`src/arpc_pkg.sv`:
```
`timescale 1ns / 1ps
// ----------------------------------------------------------------------------
// arpc_pkg
// Shared types and command codes for the ARP cache with pending list.
// ----------------------------------------------------------------------------
package arpc_pkg;

    typedef enum logic [2:0] {
        CMD_LOOKUP  = 3'd0,
        CMD_UPDATE  = 3'd1,
        CMD_DELETE  = 3'd2,
        CMD_CLEAR   = 3'd3,
        CMD_RX      = 3'd4,
        CMD_MARK    = 3'd5,
        CMD_QUERY   = 3'd6,
        CMD_CANCEL  = 3'd7
    } arpc_cmd_t;

    localparam logic [15:0] OP_REQUEST = 16'd1;
    localparam logic [15:0] OP_REPLY   = 16'd2;

    localparam logic [1:0] ST_OK       = 2'd0;
    localparam logic [1:0] ST_CFULL    = 2'd1;
    localparam logic [1:0] ST_PFULL    = 2'd2;
    localparam logic [1:0] ST_BADOP    = 2'd3;

    typedef enum logic [0:0] {
        S_IDLE = 1'b0,
        S_OUT  = 1'b1
    } arpc_state_t;

    // Controller -> datapath
    typedef struct packed {
        logic exec;     // execute the command on the input beat
        logic load;     // load the result register
    } arpc_ctl_t;

    // Result beat: found, mac_out, pending, send_reply, reply_mac, reply_ip,
    // update_notice, notice_ip, status (lowest first in tdata)
    typedef struct packed {
        logic [1:0]  status;
        logic [31:0] notice_ip;
        logic        update_notice;
        logic [31:0] reply_ip;
        logic [47:0] reply_mac;
        logic        send_reply;
        logic        pending;
        logic [47:0] mac_out;
        logic        found;
    } arpc_res_t;

endpackage

```
`src/arp_cache_with_pending_list.sv`:
```
`timescale 1ns / 1ps
// The result beat is registered and is valid in the cycle after the command beat is accepted.
// Throughput: one command per cycle while the result side keeps tready high.
// The whole table compare and update is combinational and completes in the execute cycle.
// Reset (rst_n low, async) clears all valid bits, local_ip and the handshake.
// ----------------------------------------------------------------------------
// arp_cache_with_pending_list
// ARP cache with a pending request list, stream in and out.
// ----------------------------------------------------------------------------
module arp_cache_with_pending_list
    import arpc_pkg::*;
#(
    parameter int CACHE_ENTRIES   = 16,
    parameter int PENDING_ENTRIES = 8
)
(
    input  logic         clk,
    input  logic         rst_n,
    input  logic         s_tvalid,
    output logic         s_tready,
    // cmd[2:0], ip_addr[34:3], mac_addr[82:35], target_ip[114:83], opcode[130:115]
    input  logic [135:0] s_tdata,
    output logic         m_tvalid,
    input  logic         m_tready,
    // found, mac_out, pending, send_reply, reply_mac, reply_ip,
    // update_notice, notice_ip, status (lowest first)
    output logic [167:0] m_tdata,
    input  logic         cfg_we,
    input  logic [31:0]  cfg_data
);

    arpc_ctl_t ctl;
    arpc_res_t res;

    arpc_ctrl u_ctrl (
        .clk       (clk),
        .rst_n     (rst_n),
        .in_valid  (s_tvalid),
        .in_ready  (s_tready),
        .out_valid (m_tvalid),
        .out_ready (m_tready),
        .ctl       (ctl)
    );

    arpc_dp #(
        .CACHE_ENTRIES   (CACHE_ENTRIES),
        .PENDING_ENTRIES (PENDING_ENTRIES)
    ) u_dp (
        .clk       (clk),
        .rst_n     (rst_n),
        .ctl       (ctl),
        .cmd       (s_tdata[2:0]),
        .ip_addr   (s_tdata[34:3]),
        .mac_addr  (s_tdata[82:35]),
        .target_ip (s_tdata[114:83]),
        .opcode    (s_tdata[130:115]),
        .cfg_we    (cfg_we),
        .cfg_data  (cfg_data),
        .res       (res)
    );

    assign m_tdata = {2'b00, res};

endmodule

```
`src/arpc_ctrl.sv`:
```
`timescale 1ns / 1ps
// ----------------------------------------------------------------------------
// arpc_ctrl
// Handshake controller: takes a command beat, runs it, holds the result.
// ----------------------------------------------------------------------------
module arpc_ctrl
    import arpc_pkg::*;
(
    input  logic      clk,
    input  logic      rst_n,
    input  logic      in_valid,
    output logic      in_ready,
    output logic      out_valid,
    input  logic      out_ready,
    output arpc_ctl_t ctl
);

    arpc_state_t state_reg, state_next;

    // State register
    always_ff @(posedge clk or negedge rst_n)
    begin
        if (!rst_n)
            state_reg <= S_IDLE;
        else
            state_reg <= state_next;
    end

    // Next state and commands; a new beat may enter as the result leaves
    always_comb
    begin
        state_next = state_reg;
        in_ready   = 1'b0;
        out_valid  = 1'b0;
        ctl        = '0;
        unique case (state_reg)
            S_IDLE:
            begin
                in_ready = 1'b1;
                if (in_valid)
                begin
                    ctl.exec   = 1'b1;
                    state_next = S_OUT;
                end
            end
            S_OUT:
            begin
                out_valid = 1'b1;
                in_ready  = out_ready;
                if (out_ready && !in_valid)
                    state_next = S_IDLE;
                if (out_ready && in_valid)
                    ctl.exec = 1'b1;
            end
            default: state_next = S_IDLE;
        endcase
        ctl.load = ctl.exec;
    end

endmodule

```
`src/arpc_dp.sv`:
```
`timescale 1ns / 1ps
// ----------------------------------------------------------------------------
// arpc_dp
// Datapath: cache and pending tables, parallel match, result register.
// ----------------------------------------------------------------------------
module arpc_dp
    import arpc_pkg::*;
#(
    parameter int CACHE_ENTRIES   = 16,
    parameter int PENDING_ENTRIES = 8
)
(
    input  logic        clk,
    input  logic        rst_n,
    input  arpc_ctl_t   ctl,
    input  logic [2:0]  cmd,
    input  logic [31:0] ip_addr,
    input  logic [47:0] mac_addr,
    input  logic [31:0] target_ip,
    input  logic [15:0] opcode,
    input  logic        cfg_we,
    input  logic [31:0] cfg_data,
    output arpc_res_t   res
);

    localparam int CW = (CACHE_ENTRIES > 1) ? $clog2(CACHE_ENTRIES) : 1;
    localparam int PW = (PENDING_ENTRIES > 1) ? $clog2(PENDING_ENTRIES) : 1;

    logic [31:0]              local_ip_reg;
    logic [CACHE_ENTRIES-1:0] cvalid_reg, cvalid_next;
    logic [31:0]              cip_reg  [CACHE_ENTRIES];
    logic [47:0]              cmac_reg [CACHE_ENTRIES];
    logic [PENDING_ENTRIES-1:0] pvalid_reg, pvalid_next;
    logic [31:0]              pip_reg  [PENDING_ENTRIES];
    arpc_res_t                res_reg, res_next;

    logic [CACHE_ENTRIES-1:0]   c_hit;
    logic [PENDING_ENTRIES-1:0] p_hit;
    logic          c_any, c_free_any, p_any, p_free_any;
    logic [CW-1:0] c_hit_idx, c_free_idx, c_put_idx;
    logic [PW-1:0] p_hit_idx, p_free_idx;
    logic          c_wr, p_wr, put_ok, do_put;
    arpc_cmd_t     cmd_e;

    assign cmd_e = arpc_cmd_t'(cmd);

    // Local IP register
    always_ff @(posedge clk or negedge rst_n)
    begin
        if (!rst_n)
            local_ip_reg <= '0;
        else if (cfg_we)
            local_ip_reg <= cfg_data;
    end

    // Parallel compare and lowest-index priority encoders
    always_comb
    begin
        c_any = 1'b0; c_free_any = 1'b0; c_hit_idx = '0; c_free_idx = '0;
        for (int i = CACHE_ENTRIES - 1; i >= 0; i--)
        begin
            c_hit[i] = cvalid_reg[i] && (cip_reg[i] == ip_addr);
            if (c_hit[i])
            begin
                c_any = 1'b1; c_hit_idx = CW'(i);
            end
            if (!cvalid_reg[i])
            begin
                c_free_any = 1'b1; c_free_idx = CW'(i);
            end
        end
        p_any = 1'b0; p_free_any = 1'b0; p_hit_idx = '0; p_free_idx = '0;
        for (int j = PENDING_ENTRIES - 1; j >= 0; j--)
        begin
            p_hit[j] = pvalid_reg[j] && (pip_reg[j] == ip_addr);
            if (p_hit[j])
            begin
                p_any = 1'b1; p_hit_idx = PW'(j);
            end
            if (!pvalid_reg[j])
            begin
                p_free_any = 1'b1; p_free_idx = PW'(j);
            end
        end
    end

    // Command decode
    always_comb
    begin
        cvalid_next = cvalid_reg;
        pvalid_next = pvalid_reg;
        res_next    = '0;
        c_put_idx   = c_any ? c_hit_idx : c_free_idx;
        put_ok      = c_any || c_free_any;
        do_put      = 1'b0;
        c_wr        = 1'b0;
        p_wr        = 1'b0;
        unique case (cmd_e)
            CMD_LOOKUP:
            begin
                res_next.found   = c_any;
                res_next.mac_out = c_any ? cmac_reg[c_hit_idx] : '0;
            end
            CMD_UPDATE: do_put = 1'b1;
            CMD_DELETE:
                if (c_any)
                    cvalid_next[c_hit_idx] = 1'b0;
            CMD_CLEAR: cvalid_next = '0;
            CMD_RX:
            begin
                if (opcode == OP_REQUEST || opcode == OP_REPLY)
                begin
                    do_put = 1'b1;
                    if (opcode == OP_REQUEST)
                    begin
                        if (target_ip == local_ip_reg)
                        begin
                            res_next.send_reply = 1'b1;
                            res_next.reply_mac  = mac_addr;
                            res_next.reply_ip   = ip_addr;
                        end
                    end
                    else if (p_any)
                        pvalid_next[p_hit_idx] = 1'b0;
                end
                else
                    res_next.status = ST_BADOP;
            end
            CMD_MARK:
            begin
                if (p_free_any)
                begin
                    p_wr = 1'b1;
                    pvalid_next[p_free_idx] = 1'b1;
                end
                else
                    res_next.status = ST_PFULL;
            end
            CMD_QUERY: res_next.pending = p_any;
            CMD_CANCEL:
                if (p_any)
                    pvalid_next[p_hit_idx] = 1'b0;
            default: ;
        endcase
        if (do_put)
        begin
            if (put_ok)
            begin
                c_wr = 1'b1;
                cvalid_next[c_put_idx] = 1'b1;
                res_next.update_notice = 1'b1;
                res_next.notice_ip     = ip_addr;
            end
            else
                res_next.status = ST_CFULL;
        end
    end

    // Valid bits
    always_ff @(posedge clk or negedge rst_n)
    begin
        if (!rst_n)
        begin
            cvalid_reg <= '0;
            pvalid_reg <= '0;
        end
        else if (ctl.exec)
        begin
            cvalid_reg <= cvalid_next;
            pvalid_reg <= pvalid_next;
        end
    end

    // Table contents and result register
    always_ff @(posedge clk)
    begin
        if (ctl.exec && c_wr)
        begin
            cip_reg[c_put_idx]  <= ip_addr;
            cmac_reg[c_put_idx] <= mac_addr;
        end
        if (ctl.exec && p_wr)
            pip_reg[p_free_idx] <= ip_addr;
        if (ctl.load)
            res_reg <= res_next;
    end

    assign res = res_reg;

endmodule

```
`config.mk`:
```
export PLATFORM = sky130hd
export DESIGN_NAME = arp_cache_with_pending_list
export DESIGN_NICKNAME = d
export VERILOG_FILES = /design/src/arpc_pkg.sv /design/src/arp_cache_with_pending_list.sv /design/src/arpc_ctrl.sv /design/src/arpc_dp.sv
export SDC_FILE = /design/constraint.sdc
export NUM_CORES = 2
export LEC_CHECK = 0
export BUFFER_PORTS_ARGS = -buffer_cell sky130_fd_sc_hd__buf_2
export CELL_PAD_IN_SITES_DETAIL_PLACEMENT = 0
export CELL_PAD_IN_SITES_GLOBAL_PLACEMENT = 1
export CORE_UTILIZATION = 50
export CTS_CLUSTER_DIAMETER = 40
export DETAILED_ROUTE_END_ITERATION = 8
export PLACE_DENSITY_LB_ADDON = 0.1
export SYNTH_ARGS = -nofsm -noshare
export SYNTH_HDL_FRONTEND = slang
export SYNTH_SLANG_ARGS = --single-unit
export TNS_END_PERCENT = 5
```
`constraint.sdc`:
```
create_clock -name clk -period 12.3 [get_ports clk]
set_clock_uncertainty 0.05 [all_clocks]
set_input_delay 2.46 -clock clk [delete_from_list [all_inputs] [get_ports clk]]
set_output_delay 2.46 -clock clk [all_outputs]
set_load 0.05 [all_outputs]
```
==> flow_summary_export.csv <==
group,metric,value,unit
logic_synthesis,synth-main-ff-cell,"edfxtp_1",
timing,worst_slew_pin_slew,1.25,ns
logic_synthesis,synth_cell_type_count,74,
hold_path,hold_path.class,"register to register",
clocking,cts_tree,"done",
cells_and_area,largest_register_ffs,768,
run_status,run_status,"completed",
timing,setup_ws,4.41,ns
hold_path,min_from,"u_dp.local_ip_reg[0]",
clocking,clk_pin_slew,0.06,ns
clocking,numCtsBuffers,236,
worst_setup_path,cp-end-kind,"register",
clocking,clock_latency,0.82,ns
logic_synthesis,ys_seq_area_share,73.8,%
timing,hold_viol,0,
timing,fin_crit_sh,64.1,%
route,vias,37700,
cells_and_area,areaGrowthSynthToFinish,17.4,%
worst_setup_path,cp.required,12.68,ns
hold_path,hold-path-endpoint,"u_dp.local_ip_reg[0]",
cells_and_area,drive_gt1_share,22.2,%
worst_setup_path,worstPathMaxFanout,43,
floorplan,start_util,50.3,%
clocking,cts_setup_buffers,0,
worst_setup_path,worstReg2RegEnd,"u_dp.cmac_reg[11][34]",
clocking,cts_resized,0,
cells_and_area,layout.cells.non_filler,6742,
timing,relSlewSlack,16.8,%
timing,setup_viol,0,
logic_synthesis,yosysWarningCount,0,
placement,dp_cells,6298,
worst_setup_path,start_kind,"primary input",
route,antenna_left,0,
hold_path,hold_depth,1,
logic_synthesis,ys_ff_latch,1759,
grt,grt_pass1_vias,37200,
timing,layout_min_cycle_time,7.89,ns
placement,dp_slack,3.52,ns
floorplan,die_w,379,microns
clocking,htree_levels,4,
timing,finalSetupTns,0,ns
logic_synthesis,synthArstFlopShare,3.24,%
route,drtPass1Iterations,6,
grt,antenna_found_initial,12,
timing,max_freq,127,MHz
route,drt-total-wl,174,mm
logic_synthesis,synth_cells,4163,
floorplan,core,0.141,sq mm
placement,numPortBuffers,335,
logic_synthesis,synth_edf_count,1702,
power_and_ir_drop,p_per_area,171,mW/mm^2
floorplan,num_rows,138,
worst_setup_path,crit_type,"primary input to register",
flow_run,drv_cap,0,
route,post_drt_wl_per_cell,25.8,microns
placement,gp_congestion,0.784,
worst_setup_path,worst-r2r-cell-count,13,
worst_setup_path,r2r_start,"u_dp.cip_reg[14][7]",
clocking,max-clock-path-buffers,3,
grt,overflow,0,
route,drc,0,
route,avgViaCountPerCell,5.60,
floorplan,die_area,0.144,sq mm
power_and_ir_drop,p_leak,28.6,nW
floorplan,io-pin-count,343,
grt,grt_max_degree,113,
placement,hpwl,95.6,mm
cells_and_area,nNetsFinal,4819,
clocking,root_buffer,"clkbuf_16",
worst_setup_path,arrival,8.27,ns
floorplan,die_height,379,microns
logic_synthesis,syn_area_per_cell,17.1,sq um
timing,rsz0062_at_grt,"false",
route,drt-initial-drc-count,3179,
worst_setup_path,r2r_slack,6.58,ns
power_and_ir_drop,ir_drop,0.125,mV
clocking,clock_sinks,1759,
grt,grt_pass1_wl,252,mm
logic_synthesis,netlist_area,0.0712,sq mm
grt,grt_util_all_layers,24.2,%
timing,drv_slew,0,
clocking,hold_buffers,0,
==> cells in the mapped netlist (all sizes together), types with 52 or more instances <==
| master | count | area (sq um) |
|---|---|---|
| clkbuf | 52 | 196 |
| buf | 156 | 1040 |
| mux2 | 220 | 2520 |
| o21ai | 73 | 377 |
| edfxtp | 1702 | 51100 |
| dfrtp | 57 | 1430 |
| mux2i | 188 | 1880 |
| nor4 | 120 | 751 |
| nor2 | 92 | 350 |
| nand4 | 110 | 688 |
| xor2 | 430 | 3770 |
| nand2 | 102 | 403 |
| and2 | 118 | 738 |
| xnor2 | 369 | 3230 |
==> cell usage in the layout (no fill, tap or decap), types with 26 or more instances in the layout <==
master / n
clkbuf_1: 26
o21ai_0: 64
buf_2: 325
mux2_2: 173
xnor2_1: 369
nor2_1: 66
o22ai_1: 26
nor4_1: 120
nand3_1: 48
nand2_1: 97
mux2_1: 35
dfrtp_1: 57
xor2_1: 430
and2_1: 116
edfxtp_1: 1702
clkbuf_16: 241
buf_4: 115
nand4_1: 110
bufinv_16: 42
clkinvlp_4: 36
mux2i_1: 188
clkinv_1: 31
a222oi_1: 39
==> worst max-delay path, cell delays in order <==
cell and delay [ns]:
buf_2 0.61, buf_4 0.41, buf_4 0.39, xnor2_1 0.16
nand4_1 0.11, nor4_1 0.66, o21ai_1 0.25, a21oi_1 0.47
o31ai_4 0.08, buf_4 0.28, nor2_1 0.31, nand2_1 0.42
nor2_4 0.20, buf_4 0.55, buf_4 0.77
==> cell type report <==
cell class	count	area (sq um)
Timing Repair Buffer	452	2730
Clock inverter	172	2160
Inverter	15	63.8
Tap cell	1890	2360
Antenna cell	4	10.0
Clock buffer	268	6140
Sequential cell	1759	52500
Multi-Input combinational cell	2182	17600
Fill cell	10600	57800
==> stage by stage <==
stage | area (sq um) | hold WS, ns | total power [mW] | util, %
floorplan | 71200 | 0.452 | 7.11 | -
global placement | 75300 | 0.461 | 7.36 | 53.2
detailed placement | 75300 | 0.468 | 7.37 | 53.2
CTS | 83600 | 0.480 | 14.4 | 59.1
global route | 83600 | 0.489 | 14.7 | 59.1
finish | 83600 | 0.475 | 14.3 | 59.1
==> per-layer routing <==
layer	up-vias	global-route usage, %	share of wire, %
met1	19400	35.4	46
met2	1209	38.2	46
met5	-	0	0.018
met4	4	5.77	1.7
li1	16900	-	-
met3	232	3.86	5.9
==> how the worst max path moves through the flow <==
stage / from / endpoint / slack [ns] / cells past startpoint
after global routing: s_tdata[6] / u_dp.cmac_reg[4][33] / 4.01 / 15
final: s_tdata[6] / u_dp.cmac_reg[4][33] / 4.41 / 15
after detailed placement: s_tdata[6] / u_dp.cmac_reg[4][21] / 3.52 / 15
after floorplan: s_tdata[19] / u_dp.cip_reg[6][0] / 3.20 / 14
after global placement: s_tdata[6] / u_dp.cmac_reg[4][18] / 3.56 / 15
after CTS: s_tdata[6] / u_dp.cmac_reg[4][34] / 4.39 / 15
==> cell families after synthesis <==
logic type	Yosys count	share of synthesized area (%)
multiplexers	408	6.19
AND/OR/NAND/NOR	669	5.17
flip-flops	1759	73.8
AO/OA/AOI/OAI	304	3.19
XOR/XNOR	799	9.83
buffers and inverters	223	1.81
other	1	0.00527
==> where the power goes <==
group / leakage (nW) / internal [mW] / switching [mW]
clock: 3.94 / 4.48 / 2.60
combinational: 8.53 / 0.162 / 0.420
sequential: 16.2 / 6.63 / 0.0312
Power figures use the tool's default switching activity.
